`src/hdl/csh_pkg.sv`:
```
// Shared types and constants of the calibrated sample history unit.
// No dependencies.
`timescale 1ns / 1ps
package csh_pkg;

  localparam logic [16:0] ONE_Q16   = 17'd65536;
  localparam logic [15:0] COUNT_MAX = 16'hFFFF;
  localparam logic [4:0]  MUL_STEPS = 5'd18;
  localparam logic [5:0]  DIV_STEPS = 6'd32;

  typedef enum logic [1:0] {
    CMD_SAMPLE    = 2'd0,
    CMD_CAL_START = 2'd1,
    CMD_CAL_STOP  = 2'd2,
    CMD_DUMP      = 2'd3
  } cmd_code_t;

  typedef enum logic [2:0] {
    REG_SMOOTH = 3'd0,
    REG_OFF    = 3'd1,
    REG_LIN    = 3'd2,
    REG_SQ     = 3'd3,
    REG_GAIN   = 3'd4
  } reg_idx_t;

  typedef enum logic [2:0] {
    MS_INNER,
    MS_POLY,
    MS_PROD,
    MS_MIXV,
    MS_MIXA
  } mul_sel_t;

  typedef enum logic [1:0] {
    VS_ZERO,
    VS_CALC,
    VS_MEM
  } val_sel_t;

  typedef struct packed {
    logic [16:0]        smooth;
    logic signed [15:0] off;
    logic signed [15:0] lin;
    logic signed [15:0] sq;
    logic [15:0]        gain;
  } cfg_t;

  typedef struct packed {
    logic     take_in;
    logic     mul_start;
    mul_sel_t mul_sel;
    logic     scale;
    logic     avg_upd;
    logic     cal_add;
    logic     cal_start;
    logic     div_start;
    logic     stop_fin;
    logic     rd_req;
    logic     load;
    val_sel_t vsel;
    logic     load_last;
  } ctl_t;

  typedef struct packed {
    logic mul_busy;
    logic div_busy;
    logic calibrating;
    logic out_free;
  } sts_t;

endpackage

```
`src/hdl/csh_cfg.sv`:
```
// Configuration register bank on an APB-style port.
// Depends on csh_pkg.
`timescale 1ns / 1ps
module csh_cfg (
  input  logic          clk,
  input  logic          rst_n,
  input  logic          psel,
  input  logic          penable,
  input  logic          pwrite,
  input  logic [4:0]    paddr,
  input  logic [31:0]   pwdata,
  output logic [31:0]   prdata,
  output logic          pready,
  output csh_pkg::cfg_t cfg
);
  import csh_pkg::*;

  cfg_t cfg_r;
  logic wr_en;
  logic smooth_ok;

  assign pready    = 1'b1;
  assign wr_en     = psel & penable & pwrite & pready;
  assign smooth_ok = (pwdata[16:0] != 17'd0) && (pwdata[16:0] <= ONE_Q16);
  assign cfg       = cfg_r;

  always_ff @(posedge clk) begin
    if (!rst_n) begin
      cfg_r.smooth <= 17'd32768;
      cfg_r.off    <= 16'sd0;
      cfg_r.lin    <= 16'sd4096;
      cfg_r.sq     <= 16'sd0;
      cfg_r.gain   <= 16'd256;
    end else if (wr_en) begin
      case (reg_idx_t'(paddr[4:2]))
        REG_SMOOTH: if (smooth_ok) cfg_r.smooth <= pwdata[16:0];
        REG_OFF:    cfg_r.off  <= pwdata[15:0];
        REG_LIN:    cfg_r.lin  <= pwdata[15:0];
        REG_SQ:     cfg_r.sq   <= pwdata[15:0];
        REG_GAIN:   cfg_r.gain <= pwdata[15:0];
        default: ;
      endcase
    end
  end

  always_comb begin
    case (reg_idx_t'(paddr[4:2]))
      REG_SMOOTH: prdata = {15'd0, cfg_r.smooth};
      REG_OFF:    prdata = {{16{cfg_r.off[15]}}, cfg_r.off};
      REG_LIN:    prdata = {{16{cfg_r.lin[15]}}, cfg_r.lin};
      REG_SQ:     prdata = {{16{cfg_r.sq[15]}}, cfg_r.sq};
      REG_GAIN:   prdata = {16'd0, cfg_r.gain};
      default:    prdata = 32'd0;
    endcase
  end

endmodule

```
`src/hdl/csh_dp.sv`:
```
// Datapath: serial multiply-accumulate, divider, calibration state,
// history memory and output register. Depends on csh_pkg.
`timescale 1ns / 1ps
module csh_dp #(
  parameter int HISTORY_DEPTH = 32
) (
  input  logic          clk,
  input  logic          rst_n,
  input  csh_pkg::cfg_t cfg,
  input  csh_pkg::ctl_t ctl,
  output csh_pkg::sts_t sts,
  input  logic [15:0]   in_sample,
  input  logic [1:0]    in_command,
  output logic          out_tvalid,
  input  logic          out_tready,
  output logic [79:0]   out_tdata,
  output logic [1:0]    out_tuser,
  output logic          out_tlast
);
  import csh_pkg::*;

  localparam int AW = (HISTORY_DEPTH > 1) ? $clog2(HISTORY_DEPTH) : 1;
  localparam logic [AW-1:0] LAST_POS = AW'(HISTORY_DEPTH - 1);

  logic [1:0]         kind_r;
  logic [15:0]        raw_r;
  logic [16:0]        d_r;
  logic [15:0]        baseline_r;
  logic [31:0]        avg_r;
  logic [31:0]        v_r;
  logic               cal_r;
  logic [31:0]        sum_r;
  logic [15:0]        cnt_r;
  logic [AW-1:0]      wp_r;
  logic [AW-1:0]      rp_r;

  // multiply-accumulate
  logic signed [63:0] mc_r, acc_r;
  logic [17:0]        mp_r;
  logic [4:0]         mcnt_r;
  logic [63:0]        mc_ld, acc_ld;
  logic [17:0]        mp_ld;

  // divider
  logic [31:0]        dq_r;
  logic [15:0]        rem_r;
  logic [5:0]         dcnt_r;
  logic               dneg_r;
  logic [16:0]        rem_sh;
  logic               q_bit;
  logic [15:0]        bl_q;

  // scaling
  logic signed [63:0] prod_adj, q_sh, mix_adj;
  logic [31:0]        v_sat;

  // memory
  logic [31:0]              mem [HISTORY_DEPTH];
  logic [HISTORY_DEPTH-1:0] valid_r;
  logic [31:0]              mem_q_r;
  logic                     mem_vq_r;

  logic               out_valid_r;
  logic [79:0]        out_data_r;
  logic [1:0]         out_user_r;
  logic               out_last_r;
  logic [31:0]        val_out;

  assign sts.mul_busy    = (mcnt_r != 5'd0);
  assign sts.div_busy    = (dcnt_r != 6'd0);
  assign sts.calibrating = cal_r;
  assign sts.out_free    = !out_valid_r || out_tready;

  always_comb begin
    case (ctl.mul_sel)
      MS_INNER: begin
        mc_ld  = {{48{cfg.sq[15]}}, cfg.sq};
        mp_ld  = {d_r[16], d_r};
        acc_ld = {{48{cfg.lin[15]}}, cfg.lin};
      end
      MS_POLY: begin
        mc_ld  = acc_r;
        mp_ld  = {d_r[16], d_r};
        acc_ld = {{48{cfg.off[15]}}, cfg.off};
      end
      MS_PROD: begin
        mc_ld  = acc_r;
        mp_ld  = {2'b00, cfg.gain};
        acc_ld = 64'd0;
      end
      MS_MIXV: begin
        mc_ld  = {{32{v_r[31]}}, v_r};
        mp_ld  = {1'b0, cfg.smooth};
        acc_ld = 64'd0;
      end
      MS_MIXA: begin
        mc_ld  = {{32{avg_r[31]}}, avg_r};
        mp_ld  = {1'b0, ONE_Q16 - cfg.smooth};
        acc_ld = acc_r;
      end
      default: begin
        mc_ld  = 64'd0;
        mp_ld  = 18'd0;
        acc_ld = 64'd0;
      end
    endcase
  end

  // one multiplier bit per cycle, sign bit of the multiplier subtracts
  always_ff @(posedge clk) begin
    if (!rst_n) begin
      mcnt_r <= 5'd0;
    end else if (ctl.mul_start) begin
      mc_r   <= mc_ld;
      mp_r   <= mp_ld;
      acc_r  <= acc_ld;
      mcnt_r <= MUL_STEPS;
    end else if (mcnt_r != 5'd0) begin
      if (mp_r[0]) begin
        acc_r <= (mcnt_r == 5'd1) ? acc_r - mc_r : acc_r + mc_r;
      end
      mc_r   <= {mc_r[62:0], 1'b0};
      mp_r   <= {1'b0, mp_r[17:1]};
      mcnt_r <= mcnt_r - 5'd1;
    end
  end

  // restoring divide of |sum| by count
  assign rem_sh = {rem_r, dq_r[31]};
  assign q_bit  = (rem_sh >= {1'b0, cnt_r});
  assign bl_q   = dneg_r ? 16'(-dq_r[15:0]) : dq_r[15:0];

  always_ff @(posedge clk) begin
    if (!rst_n) begin
      dcnt_r <= 6'd0;
    end else if (ctl.div_start) begin
      dq_r   <= sum_r[31] ? 32'(-sum_r) : sum_r;
      dneg_r <= sum_r[31];
      rem_r  <= 16'd0;
      dcnt_r <= DIV_STEPS;
    end else if (dcnt_r != 6'd0) begin
      rem_r  <= q_bit ? 16'(rem_sh - {1'b0, cnt_r}) : rem_sh[15:0];
      dq_r   <= {dq_r[30:0], q_bit};
      dcnt_r <= dcnt_r - 6'd1;
    end
  end

  // divide by 2^20 toward zero, then saturate
  always_comb begin
    prod_adj = acc_r + (acc_r[63] ? 64'sd1048575 : 64'sd0);
    q_sh     = prod_adj >>> 20;
    if (q_sh > 64'sd2147483647)       v_sat = 32'h7FFF_FFFF;
    else if (q_sh < -64'sd2147483648) v_sat = 32'h8000_0000;
    else                              v_sat = q_sh[31:0];
    mix_adj  = acc_r + (acc_r[63] ? 64'sd65535 : 64'sd0);
  end

  always_ff @(posedge clk) begin
    if (!rst_n) begin
      baseline_r <= 16'd0;
      avg_r      <= 32'd0;
      cal_r      <= 1'b0;
      sum_r      <= 32'd0;
      cnt_r      <= 16'd0;
      wp_r       <= '0;
      valid_r    <= '0;
    end else begin
      if (ctl.take_in) begin
        kind_r <= in_command;
        raw_r  <= in_sample;
        d_r    <= {in_sample[15], in_sample} - {baseline_r[15], baseline_r};
        rp_r   <= wp_r;
      end
      if (ctl.cal_start) begin
        cal_r      <= 1'b1;
        sum_r      <= 32'd0;
        cnt_r      <= 16'd0;
        baseline_r <= 16'd0;
      end
      if (ctl.cal_add && (cnt_r != COUNT_MAX)) begin
        sum_r <= sum_r + {{16{raw_r[15]}}, raw_r};
        cnt_r <= cnt_r + 16'd1;
      end
      if (ctl.scale) begin
        v_r           <= v_sat;
        valid_r[wp_r] <= 1'b1;
        wp_r          <= (wp_r == LAST_POS) ? '0 : wp_r + 1'b1;
      end
      if (ctl.avg_upd) begin
        avg_r <= mix_adj[47:16];
      end
      if (ctl.stop_fin) begin
        cal_r      <= 1'b0;
        baseline_r <= (cnt_r == 16'd0) ? 16'd0 : bl_q;
        avg_r      <= 32'd0;
        wp_r       <= '0;
        valid_r    <= '0;
      end
      if (ctl.rd_req) begin
        rp_r <= (rp_r == LAST_POS) ? '0 : rp_r + 1'b1;
      end
    end
  end

  always_ff @(posedge clk) begin
    if (ctl.scale) begin
      mem[wp_r] <= v_sat;
    end
    if (ctl.rd_req) begin
      mem_q_r  <= mem[rp_r];
      mem_vq_r <= valid_r[rp_r];
    end
  end

  always_comb begin
    case (ctl.vsel)
      VS_CALC: val_out = v_r;
      VS_MEM:  val_out = mem_vq_r ? mem_q_r : 32'd0;
      default: val_out = 32'd0;
    endcase
  end

  always_ff @(posedge clk) begin
    if (!rst_n) begin
      out_valid_r <= 1'b0;
    end else if (ctl.load) begin
      out_valid_r <= 1'b1;
      out_data_r  <= {baseline_r, avg_r, val_out};
      out_user_r  <= kind_r;
      out_last_r  <= ctl.load_last;
    end else if (out_tready) begin
      out_valid_r <= 1'b0;
    end
  end

  assign out_tvalid = out_valid_r;
  assign out_tdata  = out_data_r;
  assign out_tuser  = out_user_r;
  assign out_tlast  = out_last_r;

endmodule

```
`src/hdl/csh_ctrl.sv`:
```
// Controller state machine: sequences the datapath for each command word.
// Depends on csh_pkg.
`timescale 1ns / 1ps
module csh_ctrl #(
  parameter int HISTORY_DEPTH = 32
) (
  input  logic          clk,
  input  logic          rst_n,
  input  logic          in_tvalid,
  output logic          in_tready,
  input  logic [1:0]    in_tuser,
  input  csh_pkg::sts_t sts,
  output csh_pkg::ctl_t ctl
);
  import csh_pkg::*;

  localparam int AW = (HISTORY_DEPTH > 1) ? $clog2(HISTORY_DEPTH) : 1;
  localparam logic [AW-1:0] LAST_POS = AW'(HISTORY_DEPTH - 1);

  typedef enum logic [3:0] {
    S_IDLE, S_CAL, S_START, S_INNER, S_POLY, S_PROD, S_SCALE, S_MIXV,
    S_MIXA, S_AVG, S_DIV, S_STOP, S_RD, S_DLOAD, S_LOAD
  } state_t;

  state_t        state_r;
  logic          started_r;
  logic          calc_r;
  logic [AW-1:0] idx_r;
  logic          accept;
  logic          unit_done;

  assign in_tready = (state_r == S_IDLE);
  assign accept    = in_tvalid && in_tready;
  assign unit_done = started_r && !sts.mul_busy && !sts.div_busy;

  always_comb begin
    ctl           = '0;
    ctl.mul_sel   = MS_INNER;
    ctl.vsel      = calc_r ? VS_CALC : VS_ZERO;
    case (state_r)
      S_IDLE:  ctl.take_in = accept;
      S_CAL:   ctl.cal_add = 1'b1;
      S_START: ctl.cal_start = 1'b1;
      S_INNER: ctl.mul_start = !started_r;
      S_POLY: begin
        ctl.mul_start = !started_r;
        ctl.mul_sel   = MS_POLY;
      end
      S_PROD: begin
        ctl.mul_start = !started_r;
        ctl.mul_sel   = MS_PROD;
      end
      S_SCALE: ctl.scale = 1'b1;
      S_MIXV: begin
        ctl.mul_start = !started_r;
        ctl.mul_sel   = MS_MIXV;
      end
      S_MIXA: begin
        ctl.mul_start = !started_r;
        ctl.mul_sel   = MS_MIXA;
      end
      S_AVG:   ctl.avg_upd = 1'b1;
      S_DIV:   ctl.div_start = !started_r;
      S_STOP:  ctl.stop_fin = 1'b1;
      S_RD:    ctl.rd_req = 1'b1;
      S_DLOAD: begin
        ctl.load      = sts.out_free;
        ctl.vsel      = VS_MEM;
        ctl.load_last = (idx_r == LAST_POS);
      end
      S_LOAD: begin
        ctl.load      = sts.out_free;
        ctl.load_last = 1'b1;
      end
      default: ;
    endcase
  end

  always_ff @(posedge clk) begin
    if (!rst_n) begin
      state_r   <= S_IDLE;
      started_r <= 1'b0;
      calc_r    <= 1'b0;
      idx_r     <= '0;
    end else begin
      case (state_r)
        S_IDLE: begin
          if (accept) begin
            idx_r <= '0;
            case (cmd_code_t'(in_tuser))
              CMD_SAMPLE: begin
                calc_r  <= !sts.calibrating;
                state_r <= sts.calibrating ? S_CAL : S_INNER;
              end
              CMD_CAL_START: state_r <= S_START;
              CMD_CAL_STOP:  state_r <= S_DIV;
              CMD_DUMP:      state_r <= S_RD;
              default:       state_r <= S_IDLE;
            endcase
          end
        end
        S_CAL, S_START, S_STOP: state_r <= S_LOAD;
        S_INNER, S_POLY, S_PROD, S_MIXV, S_MIXA, S_DIV: begin
          if (!started_r) begin
            started_r <= 1'b1;
          end else if (unit_done) begin
            started_r <= 1'b0;
            case (state_r)
              S_INNER: state_r <= S_POLY;
              S_POLY:  state_r <= S_PROD;
              S_PROD:  state_r <= S_SCALE;
              S_MIXV:  state_r <= S_MIXA;
              S_MIXA:  state_r <= S_AVG;
              default: state_r <= S_STOP;
            endcase
          end
        end
        S_SCALE: state_r <= S_MIXV;
        S_AVG:   state_r <= S_LOAD;
        S_RD:    state_r <= S_DLOAD;
        S_DLOAD: begin
          if (sts.out_free) begin
            if (idx_r == LAST_POS) begin
              state_r <= S_IDLE;
            end else begin
              idx_r   <= idx_r + 1'b1;
              state_r <= S_RD;
            end
          end
        end
        S_LOAD: begin
          if (sts.out_free) begin
            calc_r  <= 1'b0;
            state_r <= S_IDLE;
          end
        end
        default: state_r <= S_IDLE;
      endcase
    end
  end

endmodule

```
`src/hdl/calibrated_sample_history_unit.sv`:
```
// Usage notes
// Input stream: in_tuser carries the command (sample, calibration start,
// calibration stop, history dump), in_tdata the signed 16-bit sample.
// Output stream: one word per sample, start or stop command, and
// HISTORY_DEPTH words per dump, oldest first; out_tlast marks the final
// word of each command. out_tuser echoes the command.
// Sequence: a calibrated sample runs five passes of the shared 18-step
// serial multiplier, each with its launch and finish, plus the scale,
// average and load steps. A stop runs the 32-step divider, then clears
// and loads; a start or a calibrating sample updates the window, then
// loads. A dump reads each word from the history, then loads it.
// One command word is in work at a time; in_tready rises again once its
// last result is in the output register, so the next word can be taken
// while that result waits for out_tready.
// Reset (synchronous, active low) clears the history valid bits, average,
// baseline, calibration state and loads register defaults.
// A stalled receiver holds the output word; the controller waits before
// loading the next one and nothing is dropped.
// Depends on csh_pkg, csh_cfg, csh_dp and csh_ctrl.
`timescale 1ns / 1ps
module calibrated_sample_history_unit #(
  parameter int HISTORY_DEPTH = 32
) (
  input  logic        clk,
  input  logic        rst_n,
  input  logic        in_tvalid,
  output logic        in_tready,
  input  logic [15:0] in_tdata,   // [15:0] sample
  input  logic [1:0]  in_tuser,   // [1:0] command
  output logic        out_tvalid,
  input  logic        out_tready,
  output logic [79:0] out_tdata,  // [31:0] value, [63:32] average, [79:64] baseline_now
  output logic [1:0]  out_tuser,  // [1:0] kind
  output logic        out_tlast,
  input  logic        psel,
  input  logic        penable,
  input  logic        pwrite,
  input  logic [4:0]  paddr,
  input  logic [31:0] pwdata,
  output logic [31:0] prdata,
  output logic        pready
);
  import csh_pkg::*;

  cfg_t cfg;
  ctl_t ctl;
  sts_t sts;

  // register bank
  csh_cfg u_cfg (
    .clk     (clk),
    .rst_n   (rst_n),
    .psel    (psel),
    .penable (penable),
    .pwrite  (pwrite),
    .paddr   (paddr),
    .pwdata  (pwdata),
    .prdata  (prdata),
    .pready  (pready),
    .cfg     (cfg)
  );

  // sequencer
  csh_ctrl #(.HISTORY_DEPTH(HISTORY_DEPTH)) u_ctrl (
    .clk       (clk),
    .rst_n     (rst_n),
    .in_tvalid (in_tvalid),
    .in_tready (in_tready),
    .in_tuser  (in_tuser),
    .sts       (sts),
    .ctl       (ctl)
  );

  // arithmetic, history and output word
  csh_dp #(.HISTORY_DEPTH(HISTORY_DEPTH)) u_dp (
    .clk        (clk),
    .rst_n      (rst_n),
    .cfg        (cfg),
    .ctl        (ctl),
    .sts        (sts),
    .in_sample  (in_tdata),
    .in_command (in_tuser),
    .out_tvalid (out_tvalid),
    .out_tready (out_tready),
    .out_tdata  (out_tdata),
    .out_tuser  (out_tuser),
    .out_tlast  (out_tlast)
  );

endmodule

```
`config.mk`:
```
export PLATFORM = sky130hd
export DESIGN_NAME = calibrated_sample_history_unit
export DESIGN_NICKNAME = d
export VERILOG_FILES = /design/src/hdl/csh_pkg.sv /design/src/hdl/csh_cfg.sv /design/src/hdl/csh_dp.sv /design/src/hdl/csh_ctrl.sv /design/src/hdl/calibrated_sample_history_unit.sv
export SDC_FILE = /design/constraint.sdc
export NUM_CORES = 2
export LEC_CHECK = 0
export ABC_CLOCK_PERIOD_IN_PS = 10850
export BUFFER_PORTS_ARGS = -buffer_cell sky130_fd_sc_hd__buf_2
export CORE_ASPECT_RATIO = 0.6
export CORE_MARGIN = 2
export CORE_UTILIZATION = 45
export DETAILED_ROUTE_END_ITERATION = 7
export PLACE_DENSITY = 0.62
export SKIP_LAST_GASP = 1
export SYNTH_ARGS = -nofsm -noshare
export SYNTH_HDL_FRONTEND = slang
export SYNTH_HIERARCHICAL = 1
export SYNTH_SLANG_ARGS = --single-unit
```
`constraint.sdc`:
```
create_clock -name clk -period 10.85 [get_ports clk]
set_input_delay 1.085 -clock clk [delete_from_list [all_inputs] [get_ports clk]]
set_output_delay 1.085 -clock clk [all_outputs]
set_load 0.03 [all_outputs]
```
Word-level counts from Yosys, hierarchy flattened
Memory sizes are Yosys's and may differ from the RTL's. A register that Yosys moved wholly into a read port is not among the register bits.
Cells that the tools add are included.
{"block": "op_classes", "addsub": 16, "n_mul": 0, "n_div": 0, "magnitude_cmp": 7, "n_eq_ne": 40, "n_shift": 0, "mux": 80, "bitwise": 4, "reduce_logical": 54}
{"op": "64-bit two-way mux", "n": 6}
{"op": "32-bit two-way mux", "n": 8}
{"op": "64-bit one-hot mux with 4 select lines", "n": 1}
{"op": "64-bit one-hot mux with 3 select lines", "n": 1}
{"op": "32-bit one-hot mux with 5 select lines", "n": 1}
{"op": "16-bit two-way mux", "n": 8}
{"op": "18-bit one-hot mux with 4 select lines", "n": 1}
{"op": "64-bit by 21-bit adder with 64-bit output", "n": 1}
{"op": "64-bit adder", "n": 1}
{"op": "32-bit one-hot mux with 2 select lines", "n": 1}
{"op": "64-bit subtractor", "n": 1}
{"op": "48-bit adder", "n": 1}
{"op": "5-bit two-way mux", "n": 9}
{"op": "44-bit by 32-bit > comparator with 1-bit output, second input constant", "n": 1}
{"op": "44-bit by 32-bit less-than comparator with 1-bit output, second input constant", "n": 1}
{"op": "18-bit two-way mux", "n": 2}
{"op": "32-bit adder", "n": 1}
{"op": "32-bit negation", "n": 1}
{"op": "32-bit OR", "n": 1}
{"op": "4-bit == test, second input constant", "n": 7}
{"op": "4-bit one-hot mux with 7 select lines", "n": 1}
{"op": "4-bit two-way mux", "n": 6}
{"op": "1-bit two-way mux", "n": 22}
{"op": "2-bit AND reduction", "n": 11}
{"op": "other kinds (55)", "n": 107}
{"block": "totals", "regBits": 589, "latch_bits": 0, "mem_bits_rw": 1024, "romBits": 0, "inputBits": 62, "out_inout_bits": 118, "elab_cells": 238, "mem_count": 1}
{"name": "u_dp.mem", "depth": 32, "width": 32, "read_ports": 1, "rd_ports_with_merged_regs": 1, "wr": 1, "line_no": "csh_dp.sv:58", "source": "logic [31:0] mem [HISTORY_DEPTH];"}

Longest topological paths before layout
{"block": "logic_depth", "ltp_word": 7, "depth_mapped": 22, "mapped_depth_nobuf": 22}

Hierarchy
The synthesis kept the hierarchy.
{"mod": "csh_dp", "instances": 1, "cells_each": 4971, "area_per_inst_um2": 71597.4, "seq_area_each_um2": 45173.3}
{"mod": "csh_cfg", "instances": 1, "cells_each": 424, "area_per_inst_um2": 3913.8, "seq_area_each_um2": 1621.6}
{"mod": "csh_ctrl", "instances": 1, "cells_each": 129, "area_per_inst_um2": 1002.2, "seq_area_each_um2": 220.2}

Least setup slack after synthesis
OpenSTA, ideal clock, no wires.
{"block": "synth_timing", "path_type": "flip-flop to flip-flop", "start": "register u_ctrl.state_r[2]", "end": "register u_dp.acc_r[0], enable pin", "setup_time_ns": 0.419, "arrival_time_ns": 7.351, "required_ns": 10.431, "path_slack_ns": 3.080, "stages_incl_launch_ff": 9, "n_path_buf": 2, "synth_period_minus_slack_ns": 7.770, "cell_sequence": "dfxtp_1 > clkbuf_1 > clkbuf_1 > nor3_1 > a21oi_1 > nor2_1 > inv_2 > a31oi_1 > o211a_1"}
{"item": "start: declaration", "line_no": "csh_ctrl.sv:25", "source": "state_t state_r;"}
{"item": "start signal: assignment", "line_no": "csh_ctrl.sv:93", "source": "state_r <= sts.calibrating ? S_CAL : S_INNER;"}
{"item": "end signal: assignment", "line_no": "csh_dp.sv:116", "source": "acc_r <= acc_ld;"}
{"item": "end signal: assignment", "line_no": "csh_dp.sv:120", "source": "acc_r <= (mcnt_r == 5'd1) ? acc_r - mc_r : acc_r + mc_r;"}
{"item": "end: declaration", "line_no": "csh_dp.sv:38", "source": "logic signed [63:0] mc_r, acc_r;"}

Worst setup path after layout
{"block": "layout_timing", "start": "register u_dp.mc_r[3]", "end": "register u_dp.acc_r[63], data pin"}
{"block": "layout_via", "elab_chain_cells": 5, "word_cells_on_any_way": 6, "classes_between": "add/sub (2); mux (4)"}
{"item": "start: declaration", "line_no": "csh_dp.sv:38"}
{"item": "start signal: assignment", "line_no": "csh_dp.sv:114", "source": "mc_r <= mc_ld;"}
{"item": "start signal: assignment", "line_no": "csh_dp.sv:122", "source": "mc_r <= {mc_r[62:0], 1'b0};"}
{"item": "64-bit adder / 64-bit subtractor (equally long branches)", "line_no": "csh_dp.sv:120"}
{"item": "64-bit two-way mux (*)", "line_no": "csh_dp.sv:120"}
{"item": "64-bit two-way mux (*)", "line_no": "csh_dp.sv:119", "source": "if (mp_r[0]) begin"}
{"item": "64-bit two-way mux (*)", "line_no": "csh_dp.sv:118", "source": "end else if (mcnt_r != 5'd0) begin"}
{"item": "64-bit two-way mux (*)", "line_no": "csh_dp.sv:113", "source": "end else if (ctl.mul_start) begin"}
Mark *: on every way between the ends. The rest lies on a longest branch, timed or not. The select of a mux whose other input is x is not followed.
A chain may end at the register's enable or synchronous reset.

==> metrics.md <==
| Metric | Value |
|---|---|
| Run status | `finished, violations left` |
| Failing checks | `DRC` |
| GR Util met1 | `41.53%` |
| Starting DRT DRC Count | `6925` |
| Clk_skew | `0.06434 ns` |
| Post-route ant nets | `0` |
| H-tree depth | `4` |
| Register area | `47020 um^2` |
| Sw power | `8881 uW` |
| RD Place Congestion | `0.9614` |
| Clk_lat worst skew | `0.83 ns` |
| Largest family of logic cells by synthesized area | `multiplexers` |
| Mux contribution to synthesized area | `11.96%` |
| Synthesis-stage register bit count | `1645` |
| Mapped Nets | `5760` |
| Leakage power | `0.02852 uW` |
| Clk sink count | `1645` |
| Setup TNS | `0 ns` |
| Min Clock Period, post-route | `6.677 ns` |
| Clk pwr share | `23.3%` |
| Die W | `536.3 um` |
| WP data arrival | `7.18 ns` |
| Adder-Cell Fraction of Synth Area | `2.885%` |
| Number of vias per cell | `6.239` |
| Final setup fails | `0` |
| Vias in the first global route | `46.28k` |
| Yosys Warn Count | `6` |
| Max FO, Critical Path | `7` |
| PortBufs | `161` |
| Final wirelength | `227.8 mm` |
| # Post-CTS Setup Buffers | `0` |
| Fin. Hold Viols | `0` |
| Max IR drop VDD | `0.1599 mV` |
| Main synth FF type | `edfxtp_1` |
| Clk slew on worst S/H paths | `0.06 ns` |
| CP Class | `flip-flop to flip-flop` |
| Site Rows | `117` |
| PwrDens | `277.8 nW/um^2` |
| Post-layout nets | `5875` |
| RSZ-0062 raised after global routing | `no` |
| Sequential share of the synthesized area | `61.45%` |
| Filler cells | `14.36k` |
| Simple-gate share of the synthesized area | `8.050%` |
| Largest net degree at the start of global routing | `105` |
| Max_cap viols | `0` |
| Die Footprint | `173500 um^2` |
| Met2 usage | `33.13%` |
| GR Util All Layers | `25.86%` |
| Die Y | `323.4 um` |
| Root Driver | `clkbuf_16` |
| DRC | `9` |
| Post-Syn Area | `76510 um^2` |
| Fmax | `149.8 MHz` |
| Via Count | `50.08k` |
| Post-synth EDFFs | `1407` |
| Busiest grt layer | `met1` |
| Yosys cell types | `98` |
| 1st-pass router iterations | `8` |
| CTS max path bufs | `4` |
| Compound-Gate Fraction of Synth Area | `9.854%` |
| Setup WS pre-CTS | `4.511 ns` |
| Drt wl/cell | `28.38 um` |
| # IOs | `180` |
| Starting Density | `45.21%` |
| Total global routing overflow | `0` |
| Internal | `14800 uW` |
| Met3 GRT Util | `8.930%` |
| CTS resizes | `0` |
| Core footprint | `169200 um^2` |
| Worst slew pin tran | `1.307 ns` |
| CTS Hold Bufs | `0` |
| Cells after synthesis | `5524` |
| XOR/XNOR Fraction of Synth Area | `3.159%` |
| Footprint of the multi-input gates | `27960 um^2` |
| Sw frac | `37.51%` |
| Setup ws final | `4.173 ns` |
| Critical Path RT | `11.35 ns` |
| CTS Buf Count | `162` |
| First-pass GRT wire length | `327.3 mm` |
| Area Overhead vs Synth | `11.41%` |
| Syn avg cell area | `13.85 um^2` |
| Final Cycle Share | `61.54%` |
| Seq pwr share | `39.4%` |
| Antenna violations before repair | `11` |
| DP HPWL | `143.9 mm` |
| Slew HR | `12.90%` |
| CP Capture Type | `flip-flop` |
| Combinational share of power | `37.4%` |
| Max-slew violation count | `0` |
| CTS tree | `built` |
| Share of cells above drive strength 1 | `17.68%` |
| Worst Setup Start Kind | `flip-flop` |
| Worst hold path class | `flip-flop to flip-flop` |
| FFs w/ async S/R, synth | `0%` |
state kept, by name, indices dropped and copies added, names as in the netlist, 64 cells and up:
signal	cells
u_dp/acc_r	64
u_dp/mc_r	64
u_dp/out_tdata	80
u_dp/mem	1024
u_cfg/cfg	81
power groups by stage:
stage	Combinational, uW	Sequential [uW]	Clock [uW]
3_5_place_dp	8550	9410	0
6_report	8850	9320	5510
5_1_grt	9640	9370	5850
4_1_cts	8600	9280	5600
2_1_floorplan	6260	9070	0
3_3_place_gp	8420	9400	0
worst paths after layout:
check	from	to	slack [ns]	cells after the start
setup reg to reg	u_dp/mc_r[3]	u_dp/acc_r[63]	4.17	17
hold reg to reg	u_dp/kind_r[0]	u_dp/out_tuser[0]	0.42	0
setup / recovery	u_dp/mc_r[3]	u_dp/acc_r[63]	4.17	17
hold / removal	u_dp/kind_r[0]	u_dp/out_tuser[0]	0.42	0
through the flow:
step                instance area, um^2  hold slack, ns  total power (uW)  utilization, %  cells
floorplan                         76510          0.4003             15320               -   5524
global placement                  80130          0.4035             17830           47.35   7732
detailed placement                80130          0.4062             17960           47.35   7732
CTS                               85160          0.4210             23480           50.32   8019
global route                      85230          0.4342             24850           50.37   8023
finish                            85240          0.4182             23680           50.37   8026
metal layers:
metal | routed length (um) | share of wire (%)
met1 | 104100 | 46
met2 | 88570 | 39
met3 | 31140 | 14
met4 | 3714 | 1.6
met5 | 250 | 0.11
worst max-delay path: stages (launching register included):
cell      delay [ns]
edfxtp_1        0.48
or3_1           0.39
or3_1           0.47
nor2_1          0.50
nand4_1         0.31
nor2_1          0.69
nand3_1         0.27
o31ai_1         0.33
xnor2_1         0.13
ha_1            0.41
and4_1          0.31
nand2_1         0.10
or4_1           0.52
o211ai_1        0.30
a221oi_1        0.27
o31ai_1         0.62
xnor2_1         0.19
o21ai_1         0.07
synth_stat cells (16+ instances only):
master	n	share of area (%)
mux2_2	53	0.78
a21o_1	88	0.86
a211oi_1	37	0.36
o22ai_1	72	0.59
o2bb2ai_1	16	0.18
nor3_1	88	0.58
o21bai_1	22	0.22
nand2b_1	29	0.24
a222oi_1	31	0.41
mux2i_1	110	1.4
and3_1	33	0.27
o21ai_0	234	1.5
a221oi_1	17	0.19
nor2b_1	70	0.57
a21boi_0	48	0.47
ha_1	170	2.8
dfxtp_1	238	6.2
inv_1	173	0.85
o21ai_2	18	0.21
nor2_1	442	2.2
buf_2	16	0.10
nand2_1	271	1.3
a21oi_1	328	2.1
nand4_1	43	0.35
buf_4	19	0.19
a31oi_1	35	0.29
or4_1	19	0.19
a22oi_1	48	0.47
edfxtp_1	1407	55
buf_1	37	0.18
xnor2_1	179	2.0
and2_1	34	0.28
or3_1	35	0.29
o31ai_1	41	0.40
o21a_1	23	0.23
nor4_1	27	0.22
nand3_1	101	0.66
xor2_1	97	1.1
mux4_2	330	9.7
clkbuf_1	250	1.2
cell type report:
type / instances / share of cell area [%]
diodes: 3 / 0.008807
clock buffers: 217 / 5.265
clock inverters: 70 / 0.6356
inverters: 175 / 0.7706
multi-input cells: 3376 / 32.80
flip-flops and latches: 1645 / 55.15
well taps: 2261 / 3.319
repair buffers: 279 / 2.043
kinds of logic (layout without fill, tap and decap cells):
kind of cell    Yosys count  after routing
other cells               1              4
simple gates           1266           1266
xor+xnor                276            276
fa+ha+maj               174            174
flops                  1645           1645
mux                     494            494
compound gates         1165           1165
buf+inv                 503            741
cells in the final DEF (no fill, tap or decap), types with 43 or more instances in the layout:
master,count
mux4_2,330
a21o_1,87
edfxtp_1,1407
nand4_1,43
mux2_2,53
buf_2,160
nor2b_1,70
o22ai_1,72
a22oi_1,47
o21ai_0,231
dfxtp_1,238
buf_4,115
xor2_1,97
mux2i_1,110
nor2_1,402
clkbuf_16,168
nand3_1,101
nand2_1,270
nor3_1,82
xnor2_1,179
a21boi_0,48
inv_1,173
ha_1,169
a21oi_1,327
No activity file was read; power rests on OpenSTA's default activity.
